===== src/hdl/sli_pkg.sv =====
// sorted list intersection: shared constants and types
// no dependencies

package sli_pkg;

	localparam int LIST_DEPTH = 64;
	localparam int ADDR_W     = $clog2(LIST_DEPTH);
	localparam int LEN_W      = $clog2(LIST_DEPTH + 1);
	localparam int VAL_W      = 32;
	localparam int CNT_W      = 7;
	localparam int OP_W       = 2;

	typedef enum logic [OP_W-1:0] {
		OP_LOAD_LEFT  = 2'd0,
		OP_LOAD_RIGHT = 2'd1,
		OP_RUN        = 2'd2,
		OP_CLEAR      = 2'd3
	} op_t;

	typedef enum logic [1:0] {
		ST_IDLE,
		ST_WALK,
		ST_FINISH
	} state_t;

endpackage


===== src/hdl/sli_list_store.sv =====
// sorted list intersection: one list store, single write port, registered read
// depends on sli_pkg

module sli_list_store (
	input  logic                             clk,
	input  logic                             we,
	input  logic [sli_pkg::ADDR_W-1:0]       waddr,
	input  logic signed [sli_pkg::VAL_W-1:0] wdata,
	input  logic [sli_pkg::ADDR_W-1:0]       raddr,
	output logic signed [sli_pkg::VAL_W-1:0] rdata
);
	import sli_pkg::*;

	logic signed [VAL_W-1:0] mem [LIST_DEPTH];

	always_ff @(posedge clk) begin
		if (we) begin
			mem[waddr] <= wdata;
		end
	end

	always_ff @(posedge clk) begin
		rdata <= mem[raddr];
	end
endmodule


===== config.mk =====
export PLATFORM = sky130hd
export DESIGN_NAME = sli_list_store
export DESIGN_NICKNAME = d
export VERILOG_FILES = /design/src/hdl/sli_pkg.sv /design/src/hdl/sli_list_store.sv
export SDC_FILE = /design/constraint.sdc
export NUM_CORES = 2
export LEC_CHECK = 0
export ABC_AREA = 1
export BUFFER_PORTS_ARGS = -buffer_cell sky130_fd_sc_hd__buf_2
export CELL_PAD_IN_SITES_DETAIL_PLACEMENT = 1
export CELL_PAD_IN_SITES_GLOBAL_PLACEMENT = 1
export CORE_MARGIN = 5
export CORE_UTILIZATION = 54
export CTS_BUF_LIST = sky130_fd_sc_hd__clkbuf_4
export CTS_CLUSTER_SIZE = 20
export DETAILED_ROUTE_END_ITERATION = 12
export HOLD_SLACK_MARGIN = 0.02
export PLACE_DENSITY_LB_ADDON = 0.1
export SLEW_MARGIN = 20
export SYNTH_ARGS = -nofsm -noshare
export SYNTH_HDL_FRONTEND = slang
export SYNTH_SLANG_ARGS = --single-unit

===== constraint.sdc =====
create_clock -name clk -period 7.1 [get_ports clk]
set_input_delay 1.775 -clock clk [delete_from_list [all_inputs] [get_ports clk]]
set_output_delay 1.775 -clock clk [all_outputs]
set_load 0.02 [all_outputs]

# Word level (Yosys, flattened, before mapping)
# Memory sizes are Yosys's and may differ from the RTL's. A register that Yosys moved wholly into a read port is not among the register bits.
# Cells that the tools add are included.
dict set report totals {
  input_bits 46
  ff_bits 0
  mem_count 1
  ram_bits 2048
  out_inout_bits 32
}
dict set report classes {
  mux 2
}
# name depth width rd rd_ports_with_merged_regs wr line_no
set memory_table {}
lappend memory_table {mem 64 32 1 1 1 sli_list_store.sv:14} ;# logic signed [VAL_W-1:0] mem [LIST_DEPTH];
# op n
set ops {}
lappend ops {{$mux W1} 2}

# Longest topological paths before layout
dict set report depth {
  word_depth 2
  mapped_depth 13
  mapped_depth_nobuf 9
}

# Worst setup path after synthesis
# No wires, ideal clock.
dict set report synth_path {
  path_kind {input-to-reg}
  start {input we}
  end {memory mem[48][0], enable pin}
  path_buffers 1
  setup_slack_ps 1195
  setup_ps 502
  cell_stages 3
  arrival_time_ps 5403
  cell_sequence {clkbuf_1 > nand4_1 > nor4_1}
}
dict set report synth_between {
  elab_chain_len 2
}
# item line_no
set synth_rtl {}
lappend synth_rtl {{start, declared} sli_list_store.sv:6} ;# input logic we,
lappend synth_rtl {{$mux W1} sli_list_store.sv:17} ;# if (we) begin
lappend synth_rtl {{$mux W1 (not written as such)} sli_list_store.sv:18} ;# mem[waddr] <= wdata;
lappend synth_rtl {{end, declared} sli_list_store.sv:14}
# No other way between the ends.

# Final worst setup path
dict set report layout_path {
  start {register rdata[29] (netlist name), read port of mem}
  end {output rdata[29] (netlist name)}
}
# item line_no
set layout_rtl {}
lappend layout_rtl {{start, declared} sli_list_store.sv:10} ;# output logic signed [sli_pkg::VAL_W-1:0] rdata
# No word-level cell between the ends.

==> impl_metrics.ini <==
[status]
status = finished, final reports clean

[floorplanning]
die_area_um2 = 161000
io_pins = 78
die_y_um = 401
start_util_pct = 54.4
die_x_um = 401
rows = 143
core_area_um2 = 152000

[critical_path]
crit_arrival_ns = 2.34
crit_path_top_delay_cell = dfxtp_1
crit_path_end_kind = output pin
cp_num_buf_inv = 1
crit_fanout = 2
cp-start-kind = register
critPathMaxStageDelay_ns = 0.73
path_class = register to output pin
cp_top_family = flip-flops
path_cells = buf_2
required_ns = 5.33

[timing]
slew_violations = 0
rsz0062_at_grt = no
setup_viol = 0
timing.setup.tns_ns = 0
relSlewSlack_pct = 23.9
fmax_mhz = 243
fin_crit_sh_pct = 58.0
finClkSkew_ns = 0.0674
worst_slew_pin_slew_ns = 1.14
hold_slack_ns = 0.793
hold_viol = 0
finalCriticalPeriod_ns = 4.12

[min_path]
min_path_type = register to register

[synth]
synth_compound_area_share_pct = 0
synth_top_area_cell = edfxtp_1
avgSynthCellArea_um2 = 12.2
synth_xor_area_share_pct = 0
synth_cells = 6769
synthTopCellsByArea = edfxtp_1 (74%), nand3_1 (12%), nand2_1 (10%), buf_2 (1.7%), dfxtp_1 (0.77%)
ys_ff_latch = 2080
yosysUniqueCellTypes = 16
synth_top_area_share_pct = 74.3
synth_top_family_by_area = simple AND/OR/NAND/NOR gates
synth_nets = 6815
async_flop_share_pct = 0
synth-simple-area-share_pct = 22.1
yosysWarnings = 0
synthAdderAreaFrac_pct = 0
synthFlopType = edfxtp_1
synth.mux.area_fraction_pct = 0
synth-edff-count = 2048
ys_seq_area_share_pct = 75.1
syn_area_um2 = 82700

[global_routing]
grt_pass1_vias = 60994
grt_first_pass_wirelength_um = 389000
grt_start_max_net_pins = 209
antenna_found_initial = 25
grt_overflow = 0
grt_use_total_pct = 32.4

[finish]
layout-drive-gt1-share_pct = 15.6
final_common_cell = nand2_1
area_growth_pct = 11.7
fin_cells = 9543
final_net_count = 7157
layout_common_cells = nand2_1 (2,248), edfxtp_1 (2,048), nand3_1 (1,907)

[pwr]
leakage_nw = 33.3
ir_drop_v = 0.000160
powerDensity_nw_per_um2 = 278

[clock_network]
clockBufferDepth = 4
htreeDepth = 6
cts_buffers = 563
cts_tree = done
cts_sinks = 2080
cts_hold_buf = 0
cts_resized = 0
clkLatencyLatePin_ns = 1.34
clkTransAtPathRegs_ns = 0.06
cts_setup_buffers = 0
cts-root-buf = clkbuf_4

[routing]
routedWlPerCell_um = 27.7
drtIter0Drc = 6993
final_antenna_net_count = 0
via_per_inst = 6.11
dr.pass1.iters = 6
drc = 0
via_count = 58270
wirelength_um = 265000

[run]
drv_cap = 0

[placement]
place_inst = 8571
io_buffers = 77
dpl.hpwl_um = 143000
place_congestion = 0.854
[cells in the mapped netlist, types with 3 or more instances]
master,number
nand4_1,9
nand3_1,1907
nor2_1,56
nor4_1,8
buf_1,40
nand2_1,2248
clkbuf_1,77
buf_2,282
inv_1,9
edfxtp_1,2048
buf_4,45
buf_6,3
dfxtp_1,32
[where the power goes]
group          internal (mW)  switching [mW]
Sequential              13.6          0.0960
Combinational          0.361            1.24
Clock                   5.53            4.89
[per-stage QoR]
stage | util (%) | cell area [um^2] | power [mW] | setup slack (ns)
finish | 60.8 | 92500 | 25.7 | 2.98
global route | 60.8 | 92400 | 26.8 | 2.87
CTS | 60.7 | 92300 | 25.8 | 2.91
detailed placement | 56.2 | 85400 | 15.5 | 1.98
global placement | 56.0 | 85200 | 15.5 | 2.19
floorplan | - | 82700 | 14.7 | 1.20
[registers in the layout (all words and copies together), names as in the netlist]
register,cells
mem,2048
rdata,32
[tightest hold or removal path: stages (launching register included)]
cell	delay, ns
edfxtp_1	0.32
nand2_1	0.05
nand3_1	0.06
nand3_1	0.06
nand3_1	0.07
nand3_1	0.06
nand2_1	0.06
nand2_1	0.04
nand2_1	0.04
[area by class of cell]
cell class / count / area, um^2
Sequential cell: 2080 / 62100
Multi-Input combinational cell: 4228 / 18800
Inverter: 12 / 82.6
Timing Repair Buffer: 226 / 2040
Clock buffer: 841 / 6310
Fill cell: 15441 / 59600
Tap cell: 2030 / 2540
Clock inverter: 107 / 523
Antenna cell: 19 / 47.5
[path summary, 6_finish.rpt]
kind | start | end | slack, ns | depth (start not counted)
hold reg to reg | mem[40][30] | rdata[30] | 0.79 | 8
hold / removal | mem[40][30] | rdata[30] | 0.79 | 8
setup / recovery | rdata[29] | rdata[29] | 2.98 | 1
setup reg to reg | mem[19][23] | rdata[23] | 5.38 | 8
[logic make-up (layout without fill, tap and decap cells)]
group         after synthesis  count (layout)
simple gates             4228            4228
flops                    2080            2080
other cells                 0              19
buf+inv                   461            1186
[routing by layer]
layer | vias to the layer above | part of all wire (%) | global-route usage [%]
li1 | 25163 | - | -
met1 | 29700 | 40 | 44.3
met2 | 2904 | 48 | 52.2
met3 | 491 | 9.5 | 7.23
met4 | 12 | 2.6 | 10.2
met5 | - | 0.028 | 0
No activity file was read; power rests on OpenSTA's default activity.
